**src/design/dfwd_pkg.sv**
```systemverilog
// shared types, codes and the range-overlap helper function of the double-fetch window detector
package dfwd_pkg;

  localparam int QUEUE_DEPTH = 2;

  localparam logic [2:0] CMD_OUTSIDE    = 3'd0;
  localparam logic [2:0] CMD_INSIDE     = 3'd1;
  localparam logic [2:0] CMD_ACTIVATE   = 3'd2;
  localparam logic [2:0] CMD_DEACTIVATE = 3'd3;
  localparam logic [2:0] CMD_INIT       = 3'd4;
  localparam logic [2:0] CMD_DESTROY    = 3'd5;

  typedef enum logic [3:0] {
    OP_NONE,
    OP_RECORD,
    OP_CHECK,
    OP_OUT_WRITE,
    OP_IN_COUNT,
    OP_ACTIVATE,
    OP_DEACTIVATE,
    OP_INIT,
    OP_DESTROY
  } op_t;

  typedef struct packed {
    logic [2:0]  command;
    logic [63:0] access_addr;
    logic [31:0] access_size;
    logic        write_access;
    logic        used_in_compare;
    logic        func_known;
    logic [31:0] func_id;
  } in_item_t;

  typedef struct packed {
    logic        double_fetch;
    logic [31:0] outside_count;
    logic [31:0] inside_count;
  } out_item_t;

  // classified operation handed from the front to the back
  typedef struct packed {
    op_t         op;
    logic [63:0] addr;
    logic [31:0] size;
    logic        known;
    logic [31:0] func;
  } op_item_t;

  // byte ranges compared by distance, zero length overlaps nothing
  function automatic logic ranges_overlap(input logic [63:0] a, input logic [31:0] sa,
                                          input logic [63:0] b, input logic [31:0] sb);
    logic res;
    res = 1'b0;
    if (sa != '0 && sb != '0) begin
      if (a <= b) begin
        res = (b - a) < {32'd0, sa};
      end else begin
        res = (a - b) < {32'd0, sb};
      end
    end
    return res;
  endfunction

endpackage

```
**src/design/dfwd_fifo.sv**
```systemverilog
// small synchronous queue used between the stages and at the result side
module dfwd_fifo #(
  parameter int WIDTH = 8,
  parameter int DEPTH = 2
) (
  input  logic             clk,
  input  logic             rst,
  input  logic             push,
  input  logic [WIDTH-1:0] wdata,
  output logic             full,
  input  logic             pop,
  output logic [WIDTH-1:0] rdata,
  output logic             empty
);
  localparam int AW = (DEPTH > 1) ? $clog2(DEPTH) : 1;
  localparam int CW = $clog2(DEPTH + 1);

  logic [WIDTH-1:0] mem [DEPTH];
  logic [AW-1:0]    wr_ptr;
  logic [AW-1:0]    rd_ptr;
  logic [CW-1:0]    count;
  logic             push_ok;
  logic             pop_ok;

  assign full    = (count == CW'(DEPTH));
  assign empty   = (count == '0);
  assign rdata   = mem[rd_ptr];
  assign push_ok = push && !full;
  assign pop_ok  = pop && !empty;

  always_ff @(posedge clk) begin
    if (rst) begin
      wr_ptr <= '0;
      rd_ptr <= '0;
      count  <= '0;
    end else begin
      if (push_ok) begin
        wr_ptr <= (wr_ptr == AW'(DEPTH - 1)) ? '0 : wr_ptr + 1'b1;
      end
      if (pop_ok) begin
        rd_ptr <= (rd_ptr == AW'(DEPTH - 1)) ? '0 : rd_ptr + 1'b1;
      end
      if (push_ok && !pop_ok) begin
        count <= count + 1'b1;
      end else if (pop_ok && !push_ok) begin
        count <= count - 1'b1;
      end
    end
  end

  always_ff @(posedge clk) begin
    if (push_ok) begin
      mem[wr_ptr] <= wdata;
    end
  end

endmodule

```
**src/design/dfwd_front.sv**
```systemverilog
// front end: decodes each accepted transaction into a back-end operation
module dfwd_front (
  input  dfwd_pkg::in_item_t in_item,
  output dfwd_pkg::op_item_t op_item
);
  import dfwd_pkg::*;

  op_t op;

  always_comb begin
    op = OP_NONE;
    case (in_item.command)
      CMD_OUTSIDE: begin
        // address zero is no access at all
        if (in_item.access_addr != '0) begin
          if (in_item.write_access) begin
            op = OP_OUT_WRITE;
          end else if (in_item.used_in_compare) begin
            op = OP_RECORD;
          end else begin
            op = OP_CHECK;
          end
        end
      end
      CMD_INSIDE:     op = OP_IN_COUNT;
      CMD_ACTIVATE:   op = OP_ACTIVATE;
      CMD_DEACTIVATE: op = OP_DEACTIVATE;
      CMD_INIT:       op = OP_INIT;
      CMD_DESTROY:    op = OP_DESTROY;
      default:        op = OP_NONE;
    endcase
  end

  assign op_item.op    = op;
  assign op_item.addr  = in_item.access_addr;
  assign op_item.size  = in_item.access_size;
  assign op_item.known = in_item.func_known;
  assign op_item.func  = in_item.func_id;

endmodule

```
**src/design/dfwd_back.sv**
```systemverilog
// back end: compare window, lifecycle flags and access counters
module dfwd_back #(
  parameter int WINDOW_DEPTH = 3
) (
  input  logic                clk,
  input  logic                rst,
  input  logic                cfg_wr_en,
  input  logic                cfg_wr_data,
  input  logic                op_valid,
  input  dfwd_pkg::op_item_t  op_item,
  output logic                op_take,
  input  logic                res_full,
  output logic                res_push,
  output dfwd_pkg::out_item_t res_item
);
  import dfwd_pkg::*;

  localparam int CNTW = $clog2(WINDOW_DEPTH + 1);
  localparam int IW   = (WINDOW_DEPTH > 1) ? $clog2(WINDOW_DEPTH) : 1;

  logic            compare_func_names;
  logic            inited;
  logic            active;
  logic            inited_next;
  logic            active_next;
  logic [CNTW-1:0] entry_count;
  logic [CNTW-1:0] entry_count_next;
  logic [31:0]     outside_cnt;
  logic [31:0]     outside_cnt_next;
  logic [31:0]     inside_cnt;
  logic [31:0]     inside_cnt_next;
  logic [63:0]     entry_addr [WINDOW_DEPTH];
  logic [31:0]     entry_size [WINDOW_DEPTH];
  logic [31:0]     entry_func [WINDOW_DEPTH];
  logic [WINDOW_DEPTH-1:0] lane_hit;
  logic            go;
  logic            ready;
  logic            do_record;
  logic            window_full;

  assign go          = op_valid && !res_full;
  assign op_take     = go;
  assign res_push    = go;
  assign ready       = inited && active;
  assign do_record   = go && ready && (op_item.op == OP_RECORD);
  assign window_full = (entry_count == CNTW'(WINDOW_DEPTH));

  // one compare lane per window entry
  always_comb begin
    for (int i = 0; i < WINDOW_DEPTH; i++) begin
      lane_hit[i] = (CNTW'(i) < entry_count)
                    && (!(compare_func_names && op_item.known)
                        || (entry_func[i] == op_item.func))
                    && ranges_overlap(entry_addr[i], entry_size[i],
                                      op_item.addr, op_item.size);
    end
  end

  always_comb begin
    inited_next      = inited;
    active_next      = active;
    entry_count_next = entry_count;
    outside_cnt_next = outside_cnt;
    inside_cnt_next  = inside_cnt;
    case (op_item.op)
      OP_RECORD: begin
        if (ready) begin
          if (!window_full) begin
            entry_count_next = entry_count + 1'b1;
          end
          if (outside_cnt != '1) begin
            outside_cnt_next = outside_cnt + 1'b1;
          end
        end
      end
      OP_CHECK, OP_OUT_WRITE: begin
        if (ready && outside_cnt != '1) begin
          outside_cnt_next = outside_cnt + 1'b1;
        end
      end
      OP_IN_COUNT: begin
        if (ready && inside_cnt != '1) begin
          inside_cnt_next = inside_cnt + 1'b1;
        end
      end
      OP_ACTIVATE:   active_next = 1'b1;
      OP_DEACTIVATE: active_next = 1'b0;
      OP_INIT, OP_DESTROY: begin
        inited_next      = (op_item.op == OP_INIT);
        active_next      = 1'b0;
        entry_count_next = '0;
        outside_cnt_next = '0;
        inside_cnt_next  = '0;
      end
      default: begin
      end
    endcase
  end

  assign res_item.double_fetch  = ready && (op_item.op == OP_CHECK) && (|lane_hit);
  assign res_item.outside_count = outside_cnt_next;
  assign res_item.inside_count  = inside_cnt_next;

  always_ff @(posedge clk) begin
    if (rst) begin
      compare_func_names <= 1'b0;
      inited             <= 1'b0;
      active             <= 1'b0;
      entry_count        <= '0;
      outside_cnt        <= '0;
      inside_cnt         <= '0;
    end else begin
      if (cfg_wr_en) begin
        compare_func_names <= cfg_wr_data;
      end
      if (go) begin
        inited      <= inited_next;
        active      <= active_next;
        entry_count <= entry_count_next;
        outside_cnt <= outside_cnt_next;
        inside_cnt  <= inside_cnt_next;
      end
    end
  end

  // window kept in age order, oldest at index 0
  always_ff @(posedge clk) begin
    if (do_record) begin
      if (!window_full) begin
        entry_addr[entry_count[IW-1:0]] <= op_item.addr;
        entry_size[entry_count[IW-1:0]] <= op_item.size;
        entry_func[entry_count[IW-1:0]] <= op_item.func;
      end else begin
        for (int i = 0; i < WINDOW_DEPTH - 1; i++) begin
          entry_addr[i] <= entry_addr[i+1];
          entry_size[i] <= entry_size[i+1];
          entry_func[i] <= entry_func[i+1];
        end
        entry_addr[WINDOW_DEPTH-1] <= op_item.addr;
        entry_size[WINDOW_DEPTH-1] <= op_item.size;
        entry_func[WINDOW_DEPTH-1] <= op_item.func;
      end
    end
  end

endmodule

```
**src/design/double_fetch_window_detector_unit.sv**
```systemverilog
// Double-fetch window detector top level.
// Input channel: an access or lifecycle transaction is taken at a rising edge with push high
// and full low. Result channel: while empty is low the oldest result stands on out_item and
// leaves at an edge with pop high. Every input transaction yields exactly one result.
// Configuration: cfg_wr_en writes cfg_wr_data into the compare-function-names bit at once;
// write it only while no transaction is in flight.
// A taken transaction is decoded into the operation queue; the back end then runs it and pushes
// the result into the result queue, where it becomes visible on out_item.
// Throughput: one transaction per cycle while the result queue is not full; all window entries
// are compared in parallel lanes in the back end.
// When the receiver stops popping, the result queue fills, the back end pauses, the operation
// queue fills and full rises; nothing is dropped.
// Reset clears both queues, the lifecycle flags, the window fill and the counters; the
// configuration bit returns to zero.
module double_fetch_window_detector_unit #(
  parameter int WINDOW_DEPTH = 3
) (
  input  logic                clk,
  input  logic                rst,
  input  logic                push,
  input  dfwd_pkg::in_item_t  in_item,
  output logic                full,
  input  logic                pop,
  output dfwd_pkg::out_item_t out_item,
  output logic                empty,
  input  logic                cfg_wr_en,
  input  logic                cfg_wr_data
);
  import dfwd_pkg::*;

  op_item_t  dec_item;
  op_item_t  op_item;
  logic      op_empty;
  logic      op_take;
  out_item_t res_item;
  logic      res_push;
  logic      res_full;

  dfwd_front u_front (
    .in_item (in_item),
    .op_item (dec_item)
  );

  dfwd_fifo #(
    .WIDTH ($bits(op_item_t)),
    .DEPTH (QUEUE_DEPTH)
  ) u_op_queue (
    .clk   (clk),
    .rst   (rst),
    .push  (push),
    .wdata (dec_item),
    .full  (full),
    .pop   (op_take),
    .rdata (op_item),
    .empty (op_empty)
  );

  dfwd_back #(
    .WINDOW_DEPTH (WINDOW_DEPTH)
  ) u_back (
    .clk         (clk),
    .rst         (rst),
    .cfg_wr_en   (cfg_wr_en),
    .cfg_wr_data (cfg_wr_data),
    .op_valid    (!op_empty),
    .op_item     (op_item),
    .op_take     (op_take),
    .res_full    (res_full),
    .res_push    (res_push),
    .res_item    (res_item)
  );

  dfwd_fifo #(
    .WIDTH ($bits(out_item_t)),
    .DEPTH (QUEUE_DEPTH)
  ) u_res_queue (
    .clk   (clk),
    .rst   (rst),
    .push  (res_push),
    .wdata (res_item),
    .full  (res_full),
    .pop   (pop),
    .rdata (out_item),
    .empty (empty)
  );

endmodule
```
**config.mk**
```make
export PLATFORM = sky130hd
export DESIGN_NAME = double_fetch_window_detector_unit
export DESIGN_NICKNAME = d
export VERILOG_FILES = /design/src/design/dfwd_pkg.sv /design/src/design/dfwd_fifo.sv /design/src/design/dfwd_front.sv /design/src/design/dfwd_back.sv /design/src/design/double_fetch_window_detector_unit.sv
export SDC_FILE = /design/constraint.sdc
export NUM_CORES = 2
export LEC_CHECK = 0
export ABC_AREA = 1
export CORE_UTILIZATION = 37
export DETAILED_ROUTE_END_ITERATION = 10
export DONT_BUFFER_PORTS = 1
export PLACE_DENSITY_LB_ADDON = 0.15
export SLEW_MARGIN = 5
export SYNTH_ARGS = -nofsm -noshare
export SYNTH_HDL_FRONTEND = slang
export SYNTH_SLANG_ARGS = --single-unit
```
**constraint.sdc**
```tcl
create_clock -name clk -period 9.9 [get_ports clk]
set_input_delay 0.495 -clock clk [delete_from_list [all_inputs] [get_ports clk]]
set_output_delay 0.495 -clock clk [all_outputs]
set_load 0.1 [all_outputs]
```
==> impl_metrics.ini <==
[setup_path]
reg2reg_depth = 26
arrival_ns = 8.48
critical_path.endpoint_type = register
crit_required_ns = 10.39
worstPathMaxFanout = 64
crit_end = u_res_queue.mem[0][64]$_DFFE_PP_
critPathKind = reg2reg
slowest_delay_ns = 0.74
crit_slowest_cell = dfxtp_4
reg2reg_slack_ns = 1.91
reg2reg_to = u_res_queue.mem[0][64]$_DFFE_PP_
start_kind = register
cp_common_cell = nand2_1

[place]
dpl.cell_count = 13183
port_buffers = 0
place_congestion = 1.08
post-place-ws_ns = 2.26
dp_hpwl_um = 308000

[floorplanning]
core_mm2 = 0.195
die_h_um = 445
rows = 162
io_pins = 207
initial_core_util_pct = 37.2
die_x_um = 445
die-area_mm2 = 0.198

[outcome]
status = completed

[drt]
drtPass1Iterations = 6
route.final.wire_length_um = 361000
vias_per_cell = 5.28
vias = 71366
postRouteAntennaNets = 0
drt_iter0_drc = 7953
avgRoutedWirePerCell_um = 26.7
drc = 0

[timing]
max_slew.worst_pin.slew_ns = 1.24
grt_setup_unrepaired = false
max_slew_margin_pct = 16.3
max_freq_mhz = 125
setup_ws_ns = 1.91
finalCriticalPeriod_ns = 7.99
hold_slack_ns = 0.0439
finalHoldViolCount = 0
fin_crit_sh_pct = 80.7
tns_ns = 0
finClkSkew_ns = 0.0687
report.final.slew_viol_count = 0
setup_viol = 0

[synth]
synth_fp_nets = 11389
avgSynthCellArea_um2 = 6.79
async_reset_ff_share_pct = 0
seq_area_frac_synth_pct = 34.5
yosys_warnings = 0
netlist_instances = 10666
synth_cell_types = 67
synth-main-ff-cell = edfxtp_1
synth_seq_cells = 859
ys_top_cells_by_area = edfxtp_1, nand2_1, inv_1, ha_1, o21ai_0
synth_edf_count = 780
synth_top_area_cell = edfxtp_1
synth_top_area_share_pct = 32.3
synthesis.area_mm2 = 0.0725

[cells_and_area]
area_delta_synth_final_pct = 10.9
layout-drive-gt1-share_pct = 4.61
final_net_count = 11516
instances_no_fill = 13504

[clocking]
cts_tree = done
numCtsBuffers = 98
cts_setup_buffers = 0
clk_path_buf_depth = 3
cts_max_level = 3
cts.sinks = 859
cts_resized = 0
path_clk_slew_ns = 0.06
clkLatencyLatePin_ns = 0.79
root_buffer = clkbuf_16

[pwr]
p_leak_uw = 0.0405
vdd_drop_max_v = 0.000191
powerDensity_mw_per_mm2 = 343

[global_routing]
grt_pass1_vias = 67483
grt_use_total_pct = 35.6
antenna_found_initial = 14
grt_pass1_wl_um = 495000
grt_overflow = 0
grt_max_degree = 167

[hold_path]
hold_path_class = in2reg

[run]
drv_cap = 0
layout make-up:
type | instances | area (um^2)
Clock inverter | 61 | 709
Antenna cell | 6 | 15.0
Clock buffer | 120 | 2540
Tap cell | 2624 | 3280
Inverter | 2136 | 8030
Multi-Input combinational cell | 7467 | 38600
Fill cell | 20885 | 114000
Sequential cell | 859 | 25000
Timing Repair Buffer | 231 | 2150
report_power, final:
group	internal (uW)	total (uW)	switching, uW
combinational	4740	18600	13900
clock	2110	3750	1650
sequential	4870	5140	275
total	11700	27500	15800
worst min path at each step:
| stage | startpoint | endpoint | slack, ns | cells past startpoint |
|---|---|---|---|---|
| floorplan | u_op_queue.rd_ptr$_SDFFE_PP0P_ | register | 0.43 | 1 |
| global placement | u_op_queue.rd_ptr$_SDFFE_PP0P_ | u_op_queue.rd_ptr$_SDFFE_PP0P_ | 0.44 | 1 |
| detailed placement | u_op_queue.rd_ptr$_SDFFE_PP0P_ | register | 0.45 | 1 |
| CTS | in_item[34] | u_op_queue.mem[1][129]$_DFFE_PP_ | 0.006 | 2 |
| global route | in_item[34] | u_op_queue.mem[1][129]$_DFFE_PP_ | 0.04 | 2 |
| finish | in_item[34] | u_op_queue.mem[1][129]$_DFFE_PP_ | 0.04 | 2 |
logic make-up (layout without fill, tap and decap cells):
logic type	after synthesis	after routing	synth area share (%)
buffers and inverters	2340	2548	12.3
AND/OR/NAND/NOR	5371	5371	30.2
adder cells (fa/ha/maj)	583	583	10.1
XOR/XNOR	273	273	3.30
flip-flops	859	859	34.5
multiplexers	70	70	1.08
other	0	6	0
AO/OA/AOI/OAI	1170	1170	8.50
synthesized netlist by cell type, types with 9 or more instances:
library cell  number
clkbuf_2          82
dfxtp_1           79
o21a_1            10
nand3_1          417
nand4_1          154
buf_2             14
nor2_1           712
a211oi_1           9
o21ai_1           20
ha_1             577
a21oi_1          490
o211ai_1          15
inv_2             32
xor2_1           265
o21ai_0          552
o21bai_1          33
nor3_1            78
or2_2             99
mux2_2            65
clkbuf_1         102
nor2_2            15
nor3_2            12
nand2_1         3790
inv_1           2101
edfxtp_1         780
nor4_1            58
timing repair:
item / 4_1_cts / 5_1_grt
setup endpoints to repair: 0 / 0
hold buffers: 134 / 0
endpoints found under the hold margin: 319 / 0
per-stage QoR:
step	cell area [um^2]	total power, uW	utilization [%]
2_1_floorplan	72500	16500	-
3_3_place_gp	75700	23200	38.9
3_5_place_dp	75700	23300	38.9
4_1_cts	80400	27200	41.3
5_1_grt	80400	29100	41.3
6_report	80400	27500	41.3
cell usage in the layout (no fill, tap or decap), drive strengths merged, types with 10 or more instances in the layout:
| master | netlist | final |
|---|---|---|
| nand2 | 3795 | 3795 |
| inv | 2133 | 2138 |
| edfxtp | 780 | 780 |
| nor2 | 732 | 732 |
| ha | 577 | 577 |
| o21ai | 576 | 576 |
| a21oi | 490 | 490 |
| nand3 | 418 | 418 |
| xor2 | 265 | 265 |
| nand4 | 156 | 156 |
| dlygate4sd3 | 0 | 133 |
| clkbuf | 184 | 120 |
| or2 | 102 | 102 |
| buf | 20 | 98 |
| nor3 | 90 | 90 |
| dfxtp | 79 | 79 |
| mux2 | 65 | 65 |
| nor4 | 61 | 61 |
| clkinv | 3 | 44 |
| o21bai | 33 | 33 |
| o211ai | 15 | 15 |
| o21a | 10 | 10 |
| bufinv | 0 | 10 |
state kept, by name, summed over array words and instances (netlist names), 2 cells and up, named ones only:
register            count
u_back.entry_addr     192
u_back.inside_cnt      32
u_back.entry_func      96
u_op_queue.count        2
u_back.entry_count      2
u_back.outside_cnt     32
u_res_queue.mem       130
u_back.entry_size      96
u_res_queue.count       2
u_op_queue.mem        266
critical path: cells and delay by family, from the launching register on:
| kind | cells | cell delay (ns) |
|---|---|---|
| AO/OA/AOI/OAI | 2 | 0.91 |
| adder cells (fa/ha/maj) | 3 | 1.11 |
| buffers and inverters | 4 | 1.12 |
| XOR/XNOR | 1 | 0.39 |
| flip-flops | 1 | 0.74 |
| AND/OR/NAND/NOR | 16 | 3.36 |
metal layers:
| metal | GRT usage (%) | up-vias | share of wire (%) |
|---|---|---|---|
| met4 | 14.6 | 6 | 4.7 |
| met5 | 0 | - | 0.013 |
| met3 | 6.28 | 520 | 8.1 |
| met2 | 54.9 | 2976 | 43 |
| li1 | - | 33723 | - |
| met1 | 49.1 | 34141 | 44 |
Note: power is estimated with default switching activity, not from simulation.
